==> src/rtl/seekable_byte_port_storage_core_defines.svh <==
// Assertion macros shared by the seekable byte port storage RTL.
// Each macro expects clk and rst_n in the enclosing module.
`ifndef SEEKABLE_BYTE_PORT_STORAGE_CORE_DEFINES_SVH
`define SEEKABLE_BYTE_PORT_STORAGE_CORE_DEFINES_SVH

// same-cycle implication
`define SBPS_ASSERT_IMPL(label, ante, cons) \
    label: assert property (@(posedge clk) disable iff (!rst_n) (ante) |-> (cons)) \
        else $error("sbps assertion failed");

// next-cycle implication
`define SBPS_ASSERT_NEXT(label, ante, cons) \
    label: assert property (@(posedge clk) disable iff (!rst_n) (ante) |=> (cons)) \
        else $error("sbps assertion failed");

`endif

==> src/rtl/sbps_pkg.sv <==
// Shared constants, request codes and stage types for the byte port storage core.
// No dependencies.
`default_nettype none

package sbps_pkg;

    localparam int INPUT_DEPTH = 32768;
    localparam int STORE_DEPTH = 524288;

    localparam int BYTE_W = 8;
    localparam int POS_W  = 16;
    localparam int PTR_W  = 24;
    localparam int IN_AW  = $clog2(INPUT_DEPTH);
    localparam int ST_AW  = $clog2(STORE_DEPTH);

    localparam logic [1:0] KIND_READ   = 2'd0;
    localparam logic [1:0] KIND_WRITE  = 2'd1;
    localparam logic [1:0] KIND_APPEND = 2'd2;

    localparam logic [7:0] PORT_IN_DATA = 8'd0;
    localparam logic [7:0] PORT_IN_SEEK = 8'd1;
    localparam logic [7:0] PORT_ST_DATA = 8'd2;
    localparam logic [7:0] PORT_ST_CTRL = 8'd3;

    localparam logic [1:0] ST_PHASE_HIGH = 2'd0;
    localparam logic [1:0] ST_PHASE_MID  = 2'd1;
    localparam logic [1:0] ST_PHASE_LOW  = 2'd2;

    typedef enum logic [1:0] {
        SRC_IMM   = 2'd0,
        SRC_INBUF = 2'd1,
        SRC_STORE = 2'd2
    } src_t;

    typedef struct packed {
        logic              valid;
        src_t              src;
        logic [BYTE_W-1:0] imm;
    } stage_t;

    typedef struct packed {
        logic              en;
        logic              we;
        logic [IN_AW-1:0]  addr;
        logic [BYTE_W-1:0] wdata;
    } in_cmd_t;

    typedef struct packed {
        logic              en;
        logic              we;
        logic [ST_AW-1:0]  addr;
        logic [BYTE_W-1:0] wdata;
    } st_cmd_t;

endpackage

`default_nettype wire

==> src/rtl/sbps_resp.sv <==
// Result select and output register with backpressure toward the decode stage.
// Depends on sbps_pkg and the assertion macro header.
`default_nettype none
`include "seekable_byte_port_storage_core_defines.svh"

module sbps_resp
    import sbps_pkg::*;
(
    input  wire logic              clk,
    input  wire logic              rst_n,
    input  wire stage_t            s1,
    input  wire logic [BYTE_W-1:0] in_rdata,
    input  wire logic [BYTE_W-1:0] st_rdata,
    input  wire logic              out_stall,
    output logic                   advance,
    output logic                   out_valid,
    output logic      [BYTE_W-1:0] read_data
);

    logic              out_valid_reg, out_valid_next;
    logic [BYTE_W-1:0] read_data_reg, read_data_next;
    logic [BYTE_W-1:0] sel_data;

    assign advance = !out_valid_reg || !out_stall;

    always_comb
    begin
        case (s1.src)
            SRC_INBUF: sel_data = in_rdata;
            SRC_STORE: sel_data = st_rdata;
            default:   sel_data = s1.imm;
        endcase
    end

    always_comb
    begin
        out_valid_next = out_valid_reg;
        read_data_next = read_data_reg;
        if (advance)
        begin
            out_valid_next = s1.valid;
            read_data_next = sel_data;
        end
    end

    always_ff @(posedge clk or negedge rst_n)
    begin
        if (!rst_n)
        begin
            out_valid_reg <= 1'b0;
        end
        else
        begin
            out_valid_reg <= out_valid_next;
        end
    end

    always_ff @(posedge clk)
    begin
        read_data_reg <= read_data_next;
    end

    assign out_valid = out_valid_reg;
    assign read_data = read_data_reg;

    `SBPS_ASSERT_IMPL(a_hold_blocks, out_valid_reg && out_stall, !advance)
    `SBPS_ASSERT_NEXT(a_move_out, s1.valid && advance, out_valid_reg)
    `SBPS_ASSERT_NEXT(a_drain, !s1.valid && advance, !out_valid_reg)

endmodule

`default_nettype wire

==> config.mk <==
export PLATFORM = sky130hd
export DESIGN_NAME = sbps_resp
export DESIGN_NICKNAME = d
export VERILOG_FILES = /design/src/rtl/sbps_pkg.sv /design/src/rtl/sbps_resp.sv
export VERILOG_INCLUDE_DIRS = /design/src /design/src/rtl
export SDC_FILE = /design/constraint.sdc
export NUM_CORES = 1
export LEC_CHECK = 0
export ABC_CLOCK_PERIOD_IN_PS = 1700
export BUFFER_PORTS_ARGS = -buffer_cell sky130_fd_sc_hd__buf_2
export CORE_MARGIN = 4
export CORE_UTILIZATION = 35
export DETAILED_ROUTE_END_ITERATION = 7
export PLACE_DENSITY = 0.75
export RECOVER_POWER = 100
export SLEW_MARGIN = 10
export SYNTH_ARGS = -nofsm -noshare
export SYNTH_HDL_FRONTEND = slang
export SYNTH_SLANG_ARGS = --single-unit
export TNS_END_PERCENT = 1
==> constraint.sdc <==
create_clock -name clk -period 1.7 [get_ports clk]
set_clock_uncertainty 0.15 [all_clocks]
set_input_delay 0.17 -clock clk [delete_from_list [all_inputs] [get_ports clk]]
set_output_delay 0.17 -clock clk [all_outputs]
set_load 0.02 [all_outputs]
[After elaboration in Yosys (flattened, before gate mapping)]
Cells that the tools add are included.
Word-level totals
  bits in registers: 9
  bits in latches: 0
  bits in writable memories: 0
  ROM bits: 0
  memories: 0
Cells by class
  $add $sub $neg: 0
  multiply operators: 0
  divide/modulo/power cells: 0
  order comparisons: 0
  eq/ne operators: 2
  shifts and indexed selects: 0
  multiplexer cells: 1
  bitwise gates (word level): 0
  reduce and logical (&&, ||, !) cells: 3
Operators with widths (number)
  8-bit one-hot mux with 2 select lines: 1
  2-bit by 1-bit equality test with 1-bit output, second input constant: 1
  2-bit equality test, second input constant: 1
  1-bit logical NOT: 2
  1-bit logical OR: 1

[Longest topological paths before layout]
  word-level depth: 2
  mapped depth: 5

[Least setup slack after synthesis]
OpenSTA, ideal clock, no wires.
  path kind: reg-to-reg
  start: register out_valid_reg, in the netlist out_valid
  end: register read_data_reg[0], in the netlist read_data[0], enable pin
  library setup time: 0.364 ns
  data arrival time: 0.810 ns
  setup slack: 0.376 ns
  stages on the path, launching flop included: 2
  clock period less this slack: 1.324 ns
  cell sequence: dfrtp_1 -> nand2_1
On the way
  cells in the longest elaborated chain, start to end: 2
Ends and longest elaborated chain
  from (decl): RTL line sbps_resp.sv:20  | logic out_valid_reg, out_valid_next;
  from (signal assigned): RTL line sbps_resp.sv:54  | out_valid_reg <= out_valid_next;
  1-bit logical NOT: RTL line sbps_resp.sv:24  | assign advance = !out_valid_reg || !out_stall;
  1-bit logical OR: RTL line sbps_resp.sv:24
  named net advance: RTL line sbps_resp.sv:15  | output logic advance,
  to (signal assigned): RTL line sbps_resp.sv:60  | read_data_reg <= read_data_next;
  to (decl): RTL line sbps_resp.sv:21  | logic [BYTE_W-1:0] read_data_reg, read_data_next;
The timed path passes the listed nets, and every way through them passes these cells.
A chain may end at the register's enable or synchronous reset.

[Final worst setup path]
  start: register out_valid_reg, in the netlist out_valid
  end: output port advance
On the way
  cells in the longest elaborated chain, start to end: 2
Ends and longest elaborated chain (RTL line)
  1-bit logical NOT: sbps_resp.sv:24
  1-bit logical OR: sbps_resp.sv:24
  to (decl): sbps_resp.sv:15
No other way between the ends.

==> flow_summary.ini <==
[worst_setup_path]
arrival_ps = 1200
endpoint_kind = output port
startpoint_type = register
path_cells = nand2_1 -> clkbuf_2
crit_type = register to output port
critical-path-top-delay-family = flip-flops
worstReg2RegStart = out_valid$_DFFE_PN0P_
cp.required_ps = 1380
worstPathMaxFanout = 10
path_buf_inv = 1
cpMaxStageDelayCell = dfrtp_1
cp-startpoint = out_valid$_DFFE_PN0P_
cp_slowest_stage_delay_ps = 370

[worst_hold_path]
min_from = s1[4]
hold_path_class = primary input to register

[timing]
tightest_slew_ps = 408
slew_violations = 0
hold_slack_ps = 52.0
rsz0062_at_grt = no
period_needed_ps = 1520
tns_ps = 0
hold_viol_final = 0
period_share_pct = 89.3
fmax_ghz = 0.659
max_slew_margin_pct = 72.7
setup_viol = 0

[cells_and_area]
ff_latch_area_sq_um = 265
largest_reg_flops = 8
n_fill_cell = 115
nets = 117
layout-drive-gt1-share_pct = 38.1
synthToLayoutAreaGrowth_pct = 46.3
multiInputGateArea_sq_um = 165
antenna_cells = 0
postLayoutCellArea_sq_um = 684

[synthesis]
synth_simple_gate_area_share_pct = 8.56
yosys.area_share.xor_xnor_pct = 0
ys_seq_elements = 9
muxShareOfSynthArea_pct = 0
synth_nets = 74
ys_seq_area_share_pct = 56.7
synth_cells = 42
synth_cell_types = 11
synthAdderAreaFrac_pct = 5.35
yosys_warnings = 0
syn_avg_cell_area_sq_um = 11.1
netlist_area_sq_um = 468
synth-compound-area-share_pct = 21.4
synth_top_family_by_area = compound AO/OA/AOI/OAI gates

[global_routing]
grt_pass1_vias = 453
grt-ovfl-total = 0
grt_max_degree = 17
grt_pass1_wl_mm = 2.04
track_usage_pct = 14.9
antenna_found_initial = 0

[pwr]
clockPowerShare_pct = 28.3
p_total_mw = 0.584
switching_share_pct = 28.7
p_sw_mw = 0.168
p_per_area_mw_per_mm2 = 853
p_seq_share_pct = 47.8
p_comb_share_pct = 24.0
ir_worst_vdd_v = 0.000252
leakagePower_nw = 0.317
p_int_mw = 0.416

[clock_tree]
numClockSinks = 9
clk_latency_ps = 260
cts_buffers = 3
cts_tree = done
cts_root_buffer = clkbuf_4
clkTransAtPathRegs_ps = 60
htreeDepth = 1
clockBufferDepth = 2

[route]
drt_iter0_markers = 11
routed_via_density = 4.94
num_vias = 484
drt_pre_antenna_iters = 4
ant_nets = 0
wirelength_mm = 1.35
wl_per_cell_microns = 13.8
drc_errors = 0

[run]
maxCapViolCount = 0

[floorplanning]
die_h_microns = 44.6
die_w_microns = 44.6
ios = 40
die-area_sq_mm = 0.00199
rows = 12
core_area_sq_mm = 0.00119
start_util_pct = 39.5

[placed_design]
io_buffer_count = 39
place_area_sq_um = 651
gp_congestion = 0.681

[run_status]
outcome = finished, final reports clean
-- repair_timing --
item | CTS | global route
hold buffers | 2 | 0
setup endpoints to repair | 0 | 0
resized for setup | 0 | 0
setup buffers | 0 | 0
endpoints found under the hold margin | 2 | 0
-- path summary, 6_finish.rpt --
check	end	slack, ps	cells after the start
worst min-delay path	read_data[4]$_DFFE_PP_	50	3
worst max-delay path	advance	180	2
worst max register to register	read_data[7]$_DFFE_PP_	510	1
min in group asynchronous	out_valid$_DFFE_PN0P_	60	2
worst min register to register	out_valid$_DFFE_PN0P_	640	2
max in group asynchronous	out_valid$_DFFE_PN0P_	1250	2
-- cells by family after synthesis --
kind of cell	Yosys count
compound gates	16
fa+ha+maj	2
buf+inv	5
flops	9
simple gates	10
-- metal layers --
layer,share of wire [%],global-route usage (%)
met1,41,18.7
met2,49,22.1
met3,9.1,4.47
met4,0.89,9.04
met5,0,0
-- stage by stage --
| step | util, % | cells | setup slack, ps |
|---|---|---|---|
| floorplan | - | 42 | 376 |
| global placement | 54.9 | 92 | 338 |
| detailed placement | 54.9 | 92 | 283 |
| CTS | 58.8 | 98 | 173 |
| global route | 57.7 | 98 | 92.7 |
| finish | 57.7 | 98 | 182 |
-- synth_stat cells (all sizes together) --
library cell	count	share of area, %
edfxtp	8	51
ha	2	5.3
o21ai	8	8.6
inv	2	1.6
a22oi	8	13
dfrtp	1	5.3
nand2b	1	1.3
nand2	9	7.2
buf	3	6.4
-- cell usage in the layout (no fill, tap or decap) --
master,count
a22oi_1,8
buf_2,28
clkbuf_1,11
clkbuf_2,1
clkbuf_4,3
dfrtp_1,1
dlygate4sd3_1,2
edfxtp_1,8
ha_1,2
inv_1,2
nand2_1,9
nand2b_1,1
o21ai_0,8
-- power groups by stage --
stage               clock network [mW]  logic [mW]  registers (mW)
CTS                              0.168       0.148           0.278
finish                           0.165       0.140           0.279
detailed placement                   0       0.144           0.283
floorplan                            0      0.0515           0.316
global route                     0.185       0.155           0.281
global placement                     0       0.140           0.281
-- layout make-up --
class | count | share of cell area, %
flip-flops and latches | 9 | 38.8
repair buffers | 41 | 29.6
multi-input cells | 28 | 24.1
clock buffers | 4 | 3.84
well taps | 14 | 2.56
inverters | 2 | 1.10
No activity file was read; power rests on OpenSTA's default activity.
