<file path="config.mk">
export PLATFORM = sky130hd
export DESIGN_NAME = sbps_ctrl
export DESIGN_NICKNAME = d
export VERILOG_FILES = /design/src/rtl/sbps_pkg.sv /design/src/rtl/sbps_ctrl.sv
export VERILOG_INCLUDE_DIRS = /design/src /design/src/rtl
export SDC_FILE = /design/constraint.sdc
export NUM_CORES = 1
export LEC_CHECK = 0
export BUFFER_PORTS_ARGS = -buffer_cell sky130_fd_sc_hd__buf_2
export CAP_MARGIN = 20
export CORE_MARGIN = 2
export CORE_UTILIZATION = 58
export CTS_CLUSTER_DIAMETER = 150
export DETAILED_ROUTE_END_ITERATION = 10
export PLACE_DENSITY_LB_ADDON = 0.3
export SKIP_CTS_REPAIR_TIMING = 1
export SLEW_MARGIN = 15
export SYNTH_ARGS = -nofsm -noshare
export SYNTH_HDL_FRONTEND = slang
export SYNTH_SLANG_ARGS = --single-unit
</file>
<file path="constraint.sdc">
create_clock -name clk -period 3.4 [get_ports clk]
set_clock_uncertainty 0.1 [all_clocks]
set_input_delay 0.68 -clock clk [delete_from_list [all_inputs] [get_ports clk]]
set_output_delay 0.68 -clock clk [all_outputs]
set_load 0.01 [all_outputs]
</file>
<file path="src/rtl/seekable_byte_port_storage_core_defines.svh">
// Assertion macros shared by the seekable byte port storage RTL.
// Each macro expects clk and rst_n in the enclosing module.
`ifndef SEEKABLE_BYTE_PORT_STORAGE_CORE_DEFINES_SVH
`define SEEKABLE_BYTE_PORT_STORAGE_CORE_DEFINES_SVH

// same-cycle implication
`define SBPS_ASSERT_IMPL(label, ante, cons) \
    label: assert property (@(posedge clk) disable iff (!rst_n) (ante) |-> (cons)) \
        else $error("sbps assertion failed");

// next-cycle implication
`define SBPS_ASSERT_NEXT(label, ante, cons) \
    label: assert property (@(posedge clk) disable iff (!rst_n) (ante) |=> (cons)) \
        else $error("sbps assertion failed");

`endif

</file>
<file path="src/rtl/sbps_pkg.sv">
// Shared constants, request codes and stage types for the byte port storage core.
// No dependencies.
`default_nettype none

package sbps_pkg;

    localparam int INPUT_DEPTH = 32768;
    localparam int STORE_DEPTH = 524288;

    localparam int BYTE_W = 8;
    localparam int POS_W  = 16;
    localparam int PTR_W  = 24;
    localparam int IN_AW  = $clog2(INPUT_DEPTH);
    localparam int ST_AW  = $clog2(STORE_DEPTH);

    localparam logic [1:0] KIND_READ   = 2'd0;
    localparam logic [1:0] KIND_WRITE  = 2'd1;
    localparam logic [1:0] KIND_APPEND = 2'd2;

    localparam logic [7:0] PORT_IN_DATA = 8'd0;
    localparam logic [7:0] PORT_IN_SEEK = 8'd1;
    localparam logic [7:0] PORT_ST_DATA = 8'd2;
    localparam logic [7:0] PORT_ST_CTRL = 8'd3;

    localparam logic [1:0] ST_PHASE_HIGH = 2'd0;
    localparam logic [1:0] ST_PHASE_MID  = 2'd1;
    localparam logic [1:0] ST_PHASE_LOW  = 2'd2;

    typedef enum logic [1:0] {
        SRC_IMM   = 2'd0,
        SRC_INBUF = 2'd1,
        SRC_STORE = 2'd2
    } src_t;

    typedef struct packed {
        logic              valid;
        src_t              src;
        logic [BYTE_W-1:0] imm;
    } stage_t;

    typedef struct packed {
        logic              en;
        logic              we;
        logic [IN_AW-1:0]  addr;
        logic [BYTE_W-1:0] wdata;
    } in_cmd_t;

    typedef struct packed {
        logic              en;
        logic              we;
        logic [ST_AW-1:0]  addr;
        logic [BYTE_W-1:0] wdata;
    } st_cmd_t;

endpackage

`default_nettype wire

</file>
<file path="src/rtl/sbps_ctrl.sv">
// Request decode, device registers, memory commands and store clearing pass.
// Depends on sbps_pkg and the assertion macro header.
`default_nettype none
`include "seekable_byte_port_storage_core_defines.svh"

module sbps_ctrl
    import sbps_pkg::*;
(
    input  wire logic        clk,
    input  wire logic        rst_n,
    input  wire logic        in_valid,
    output logic             in_stall,
    input  wire logic [1:0]  kind,
    input  wire logic [7:0]  port,
    input  wire logic [7:0]  data,
    input  wire logic        advance,
    output stage_t           s1,
    output in_cmd_t          in_cmd,
    output st_cmd_t          st_cmd
);

    logic [POS_W-1:0] in_count_reg, in_count_next;
    logic [POS_W-1:0] in_pos_reg, in_pos_next;
    logic             in_phase_reg, in_phase_next;
    logic [PTR_W-1:0] st_ptr_reg, st_ptr_next;
    logic [1:0]       st_phase_reg, st_phase_next;
    logic             clr_active_reg, clr_active_next;
    logic [ST_AW-1:0] clr_addr_reg, clr_addr_next;
    stage_t           s1_reg, s1_next;

    logic acc;
    logic in_pos_ok;
    logic in_full;
    logic st_ok;

    assign in_stall = clr_active_reg || (s1_reg.valid && !advance);
    assign acc      = in_valid && !in_stall;

    assign in_pos_ok = ({1'b0, in_pos_reg} < {1'b0, in_count_reg})
                    && ({1'b0, in_pos_reg} < (POS_W+1)'(INPUT_DEPTH));
    assign in_full   = !({1'b0, in_count_reg} < (POS_W+1)'(INPUT_DEPTH));
    assign st_ok     = {1'b0, st_ptr_reg} < (PTR_W+1)'(STORE_DEPTH);

    always_comb
    begin
        in_count_next   = in_count_reg;
        in_pos_next     = in_pos_reg;
        in_phase_next   = in_phase_reg;
        st_ptr_next     = st_ptr_reg;
        st_phase_next   = st_phase_reg;
        clr_active_next = clr_active_reg;
        clr_addr_next   = clr_addr_reg;
        in_cmd          = '0;
        st_cmd          = '0;
        s1_next         = s1_reg;

        if (clr_active_reg)
        begin
            st_cmd.en     = 1'b1;
            st_cmd.we     = 1'b1;
            st_cmd.addr   = clr_addr_reg;
            st_cmd.wdata  = '0;
            clr_addr_next = clr_addr_reg + ST_AW'(1);
            if (clr_addr_reg == ST_AW'(STORE_DEPTH - 1))
            begin
                clr_active_next = 1'b0;
            end
        end
        else if (acc)
        begin
            s1_next.valid = 1'b1;
            s1_next.src   = SRC_IMM;
            s1_next.imm   = '0;
            case (kind)
                KIND_READ:
                begin
                    case (port)
                        PORT_IN_DATA:
                        begin
                            if (in_pos_ok)
                            begin
                                in_cmd.en   = 1'b1;
                                in_cmd.addr = in_pos_reg[IN_AW-1:0];
                                s1_next.src = SRC_INBUF;
                                in_pos_next = in_pos_reg + POS_W'(1);
                            end
                        end
                        PORT_IN_SEEK:
                        begin
                            s1_next.imm   = in_phase_reg ? in_pos_reg[7:0] : in_pos_reg[15:8];
                            in_phase_next = !in_phase_reg;
                        end
                        PORT_ST_DATA:
                        begin
                            if (st_ok)
                            begin
                                st_cmd.en   = 1'b1;
                                st_cmd.addr = st_ptr_reg[ST_AW-1:0];
                                s1_next.src = SRC_STORE;
                                st_ptr_next = st_ptr_reg + PTR_W'(1);
                            end
                        end
                        PORT_ST_CTRL:
                        begin
                            if (st_phase_reg != ST_PHASE_HIGH)
                            begin
                                s1_next.imm = {6'd0, st_phase_reg};
                            end
                            else
                            begin
                                s1_next.imm = {7'd0, !st_ok};
                            end
                        end
                        default:
                        begin
                            s1_next.imm = '0;
                        end
                    endcase
                end
                KIND_WRITE:
                begin
                    case (port)
                        PORT_IN_SEEK:
                        begin
                            if (in_phase_reg)
                            begin
                                in_pos_next = in_pos_reg | {8'd0, data};
                            end
                            else
                            begin
                                in_pos_next = {data, 8'd0};
                            end
                            in_phase_next = !in_phase_reg;
                        end
                        PORT_ST_DATA:
                        begin
                            if (st_ok)
                            begin
                                st_cmd.en    = 1'b1;
                                st_cmd.we    = 1'b1;
                                st_cmd.addr  = st_ptr_reg[ST_AW-1:0];
                                st_cmd.wdata = data;
                                st_ptr_next  = st_ptr_reg + PTR_W'(1);
                            end
                        end
                        PORT_ST_CTRL:
                        begin
                            case (st_phase_reg)
                                ST_PHASE_HIGH:
                                begin
                                    st_ptr_next   = {data, 16'd0};
                                    st_phase_next = ST_PHASE_MID;
                                end
                                ST_PHASE_MID:
                                begin
                                    st_ptr_next   = st_ptr_reg | {8'd0, data, 8'd0};
                                    st_phase_next = ST_PHASE_LOW;
                                end
                                default:
                                begin
                                    st_ptr_next   = st_ptr_reg | {16'd0, data};
                                    st_phase_next = ST_PHASE_HIGH;
                                end
                            endcase
                        end
                        default:
                        begin
                            st_phase_next = st_phase_reg;
                        end
                    endcase
                end
                KIND_APPEND:
                begin
                    if (!in_full)
                    begin
                        in_cmd.en     = 1'b1;
                        in_cmd.we     = 1'b1;
                        in_cmd.addr   = in_count_reg[IN_AW-1:0];
                        in_cmd.wdata  = data;
                        in_count_next = in_count_reg + POS_W'(1);
                    end
                end
                default:
                begin
                    s1_next.imm = '0;
                end
            endcase
        end
        else if (advance)
        begin
            s1_next.valid = 1'b0;
        end
    end

    always_ff @(posedge clk or negedge rst_n)
    begin
        if (!rst_n)
        begin
            in_count_reg   <= '0;
            in_pos_reg     <= '0;
            in_phase_reg   <= 1'b0;
            st_ptr_reg     <= '0;
            st_phase_reg   <= ST_PHASE_HIGH;
            clr_active_reg <= 1'b1;
            clr_addr_reg   <= '0;
            s1_reg         <= '0;
        end
        else
        begin
            in_count_reg   <= in_count_next;
            in_pos_reg     <= in_pos_next;
            in_phase_reg   <= in_phase_next;
            st_ptr_reg     <= st_ptr_next;
            st_phase_reg   <= st_phase_next;
            clr_active_reg <= clr_active_next;
            clr_addr_reg   <= clr_addr_next;
            s1_reg         <= s1_next;
        end
    end

    assign s1 = s1_reg;

    `SBPS_ASSERT_IMPL(a_clr_stall, clr_active_reg, in_stall)
    `SBPS_ASSERT_NEXT(a_acc_stage, in_valid && !in_stall, s1_reg.valid)
    `SBPS_ASSERT_NEXT(a_full_hold, acc && kind == KIND_APPEND && in_full, $stable(in_count_reg))

endmodule

`default_nettype wire

</file>
Yosys cells after proc, flatten, opt, wreduce, memory -nomap -nowiden
Cells that the tools add are included.
- register bits: 90
- bits of input ports: 22
- word-level logic and storage cells: 102
- add/subtract/negate cells: 4
- magnitude comparators: 4
- eq/ne operators: 12
- multiplexer cells: 46
- bitwise gates (word level): 4
- reduce and logical (&&, ||, !) cells: 22
- operator list (kind ; count):
    $pmux 24 s2 ; 3
    $mux 29 ; 4
    $mux 25 ; 3
    $mux 16 ; 4
    $mux 24 ; 2
    $mux 19 ; 2
    $pmux 19 s2 ; 1
    $add 16x1->16 const B ; 2
    $lt 16x16->1 const B ; 2
    $mux 8 ; 4
    $pmux 16 s2 ; 1
    $mux 15 ; 2
    $pmux 15 s2 ; 1
    $add 24x1->24 const B ; 1
    $lt 24x20->1 const B ; 1
    $or 24x16->24 ; 1
    $or 24x8->24 ; 1
    $add 19x1->19 const B ; 1
    $eq 19x19->1 const B ; 1
    $eq 8x2->1 const B ; 2
    $lt 16x16->1 ; 1
    $or 16x8->16 ; 1
    $pmux 8 s2 ; 1
    $reduce_and 4->1 ; 3
    21 further kinds ; 47

Logic depth before layout (Yosys ltp)
- depth in word-level cells: 7
- gate-level depth with buffers: 9
- mapped depth without buffers: 8

Worst setup path after synthesis
OpenSTA, ideal clock, no wires.
- path kind: register to output
- from: register in_pos_reg[15]
- to: output port in_cmd[13] (netlist bit)
- arrival: 2.378 ns
- required time: 2.620 ns
- path slack: 0.242 ns
- stages on the path, launching flop included: 9
- buffers on the path: 1
- cell sequence: dfrtp_1 -> ha_1 -> nand4_1 -> or3_4 -> or4_4 -> nand3_2 -> nor4_4 -> buf_6 -> a22o_1
- RTL lines (element ; RTL line ; text):
    start, declared ; sbps_ctrl.sv:23 ; logic [POS_W-1:0] in_pos_reg, in_pos_next;
    start signal, assigned ; sbps_ctrl.sv:211 ; in_pos_reg <= in_pos_next;
    end, declared ; sbps_ctrl.sv:18 ; output in_cmd_t in_cmd,

==> flow_metrics.env <==
export IMPL_dieArea_um2=11300
export IMPL_antenna_found_initial=0
export IMPL_clock_tree_buffer_depth=2
export IMPL_status="complete, but fails checks"
export IMPL_ys_async_sr_fraction_pct=100.0
export IMPL_wl_per_cell_um=21.92
export IMPL_gp_congestion=0.9808
export IMPL_slowest_stage="or4_4"
export IMPL_startpoint="in_count_reg[14]"
export IMPL_cp_num_cells=10
export IMPL_dr_first_iter_drc_count=882
export IMPL_cp_num_buf_inv=3
export IMPL_antenna_diode_count=0
export IMPL_hold_slack_ns=0.2637
export IMPL_synth_edf_count=0
export IMPL_grt_busiest_layer="met1"
export IMPL_cellPowerDensity_nw_per_um2=283.0
export IMPL_peakVddDrop_mv=0.2611
export IMPL_fin_crit_sh_pct=107.2
export IMPL_use_met1_pct=53.55
export IMPL_tightest_slew_ns=0.7667
export IMPL_tritoncts="built"
export IMPL_synthTopCellsByArea="dfrtp_1 (37%), a22o_1 (4.8%), ha_1 (4.1%), xnor2_1 (3.9%), nand2_1 (3.8%)"
export IMPL_ys_ff_latch=90
export IMPL_gr_usage_met3_pct=9.319
export IMPL_start_util_pct=59.31
export IMPL_setup_ws_ns=-0.2457
export IMPL_use_met2_pct=51.65
export IMPL_regToRegSetupSlack_ns=0.35
export IMPL_r2r_end="in_pos_reg[9]"
export IMPL_finalSetupViolations=16
export IMPL_drt_pre_antenna_iters=6
export IMPL_critPathMaxStageDelay_ns=0.58
export IMPL_die_width_um=106.3
export IMPL_largest_reg_flops=24
export IMPL_fill_cells=795
export IMPL_yosys_cell_types_count=76
export IMPL_fin_nets=838
export IMPL_p_leak_nw=3.408
export IMPL_crit_required_ns=2.62
export IMPL_cts_root_buf="clkbuf_8"
export IMPL_cts_sinks=90
export IMPL_hold_path_class="in -> async"
export IMPL_rsz0062_at_grt="true"
export IMPL_area_growth_pct=20.33
export IMPL_slew_headroom_pct=48.41
export IMPL_grt_pass1_wl_um=31400
export IMPL_r2r_start="in_count_reg[5]"
export IMPL_multi_input_area_um2=3655
export IMPL_drv_cap=0
export IMPL_drive_gt1_share_pct=26.97
export IMPL_crit_family="simple AND/OR/NAND/NOR gates"
export IMPL_end_kind="output port"
export IMPL_ys_warnings_count=0
export IMPL_clkLatencyLatePin_ns=0.38
export IMPL_vias_per_cell=6.640
export IMPL_h_tree_depth=3
export IMPL_fin_cells=937
export IMPL_cp_max_fo=15
export IMPL_crit_end="in_cmd[8]"
export IMPL_cts_buffers=9
export IMPL_rr_worst_depth=9
export IMPL_hold_violations=0
export IMPL_violations="setup timing"
export IMPL_gr_total_overflow=0
export IMPL_ios=88
export IMPL_grt_max_degree=59
export IMPL_crit_chain="inv_2 > ha_4 > nand4_1 > or3_4 > or4_4 > nand3_4 > nor4_4 > buf_12 > a22o_2 > buf_6"
export IMPL_yosysSeqAreaShare_pct=37.13
export IMPL_cp_start_kind="flop"
export IMPL_wl_um=20540
export IMPL_dr_total_vias=6222
export IMPL_avgSynthCellArea_um2=8.964
export IMPL_ant_nets=0
export IMPL_num_rows=37
export IMPL_layout_min_cycle_time_ns=3.646
export IMPL_syn_nets=719
export IMPL_path_class="reg -> out"
export IMPL_syn_cell_area_um2=6068
export IMPL_grt_pass1_vias=5672
export IMPL_total_power_mw=2.067
export IMPL_dieHeight_um=106.3
export IMPL_clock_fmax_mhz=274.3
export IMPL_synthCells=677
export IMPL_drv_slew=0
export IMPL_synth_area_leader_cell="dfrtp_1"
export IMPL_regArea_um2=2256
export IMPL_path_clk_slew_ns=0.09
export IMPL_drc=0
export IMPL_portBuffers=87
export IMPL_arrival_ns=2.87
export IMPL_dp_cells=905
export IMPL_synth_ff_type="dfrtp_1"
export IMPL_synth_top_cell_area_share_pct=36.70
export IMPL_dp_final_hpwl_um=14820
export IMPL_core_area_um2=10230
export IMPL_grt_usage_pct=36.41
worst min-delay path by stage:
stage	end	slack [ns]	depth (start not counted)
after floorplan	clr_addr_reg[0]	0.28	0
after global routing	in_count_reg[3]	0.31	1
after detailed placement	s1[2]	0.37	2
after CTS	s1[7]	0.28	1
after global placement	s1[2]	0.36	2
final	in_count_reg[3]	0.26	1
report_power, final:
group          internal [mW]  switching, mW
sequential              1.07        0.00959
combinational         0.0523          0.111
clock                  0.417          0.402
routing by layer:
layer | part of all wire [%] | up-vias | routed length, µm
li1 | - | 2752 | -
met1 | 42 | 2972 | 8688
met2 | 43 | 442 | 8844
met3 | 12 | 56 | 2380
met4 | 3.1 | 0 | 627
met5 | 0 | - | 0
cells in the final DEF, fill, tap and decap left out, drive strengths merged, types with 11 or more instances in the layout:
cell type / count
o21ai: 36
a22o: 34
a21oi: 38
a31oi: 12
dfrtp: 89
nand3: 41
nor3: 18
and3: 19
nor2: 44
xnor2: 27
nand2: 63
buf: 143
and2: 15
nand4: 17
ha: 20
inv: 28
nand2b: 11
synth_stat cells (4+ instances only):
cell / instances
and4_1: 7
nand3_1: 39
o22ai_1: 7
a31oi_1: 11
nand2b_1: 10
inv_1: 27
a22o_1: 33
nor2b_1: 6
or3_1: 6
nand4_1: 17
xnor2_1: 27
a211oi_1: 7
and3_1: 19
mux2i_1: 8
ha_1: 20
nor4_1: 5
nor2_1: 42
o21ai_0: 35
and2_1: 11
nand2_1: 62
dfrtp_1: 89
a21oi_1: 38
nand4b_1: 4
o41ai_1: 4
o21a_1: 4
o31ai_1: 8
a21o_1: 5
clkbuf_1: 20
buf_2: 8
xor2_1: 7
nor3_1: 16
a311oi_1: 4
mux2_2: 7
final cells by class:
cell class | count | share of cell area [%]
Timing Repair Buffer | 143 | 12.35
Multi-Input combinational cell | 525 | 50.05
Clock inverter | 6 | 1.234
Clock buffer | 10 | 1.748
Tap cell | 136 | 2.330
Inverter | 27 | 1.388
Sequential cell | 90 | 30.89
stage by stage:
step           instance area [µm²]  utilization [%]  worst slack [ns]  setup TNS, ns
5_1_grt                       7302            71.37           -0.3573         -5.203
4_1_cts                       7054            68.95           -0.6249         -9.423
3_3_place_gp                  6837            66.82          -0.05115        -0.4074
2_1_floorplan                 6068                -            0.2416              0
6_report                      7302            71.37           -0.2457         -3.299
3_5_place_dp                  6837            66.82           -0.1962         -2.599
worst reg2reg max path: cells and delay by family (launching register included):
kind | cells | cell delay (ns)
compound gates | 4 | 1.45
simple gates | 2 | 0.42
flops | 1 | 0.41
buf+inv | 2 | 0.31
fa+ha+maj | 1 | 0.25
cells by family (layout without fill, tap and decap cells):
| group | count (synthesis) | count (layout) | share of synthesized area, % |
|---|---|---|---|
| compound gates | 182 | 182 | 21.48 |
| xor+xnor | 34 | 34 | 4.907 |
| fa+ha+maj | 20 | 20 | 4.124 |
| buf+inv | 62 | 186 | 4.392 |
| flops | 90 | 90 | 37.13 |
| mux | 15 | 15 | 2.619 |
| simple gates | 274 | 274 | 25.34 |
(Power assumes the default switching activity.)
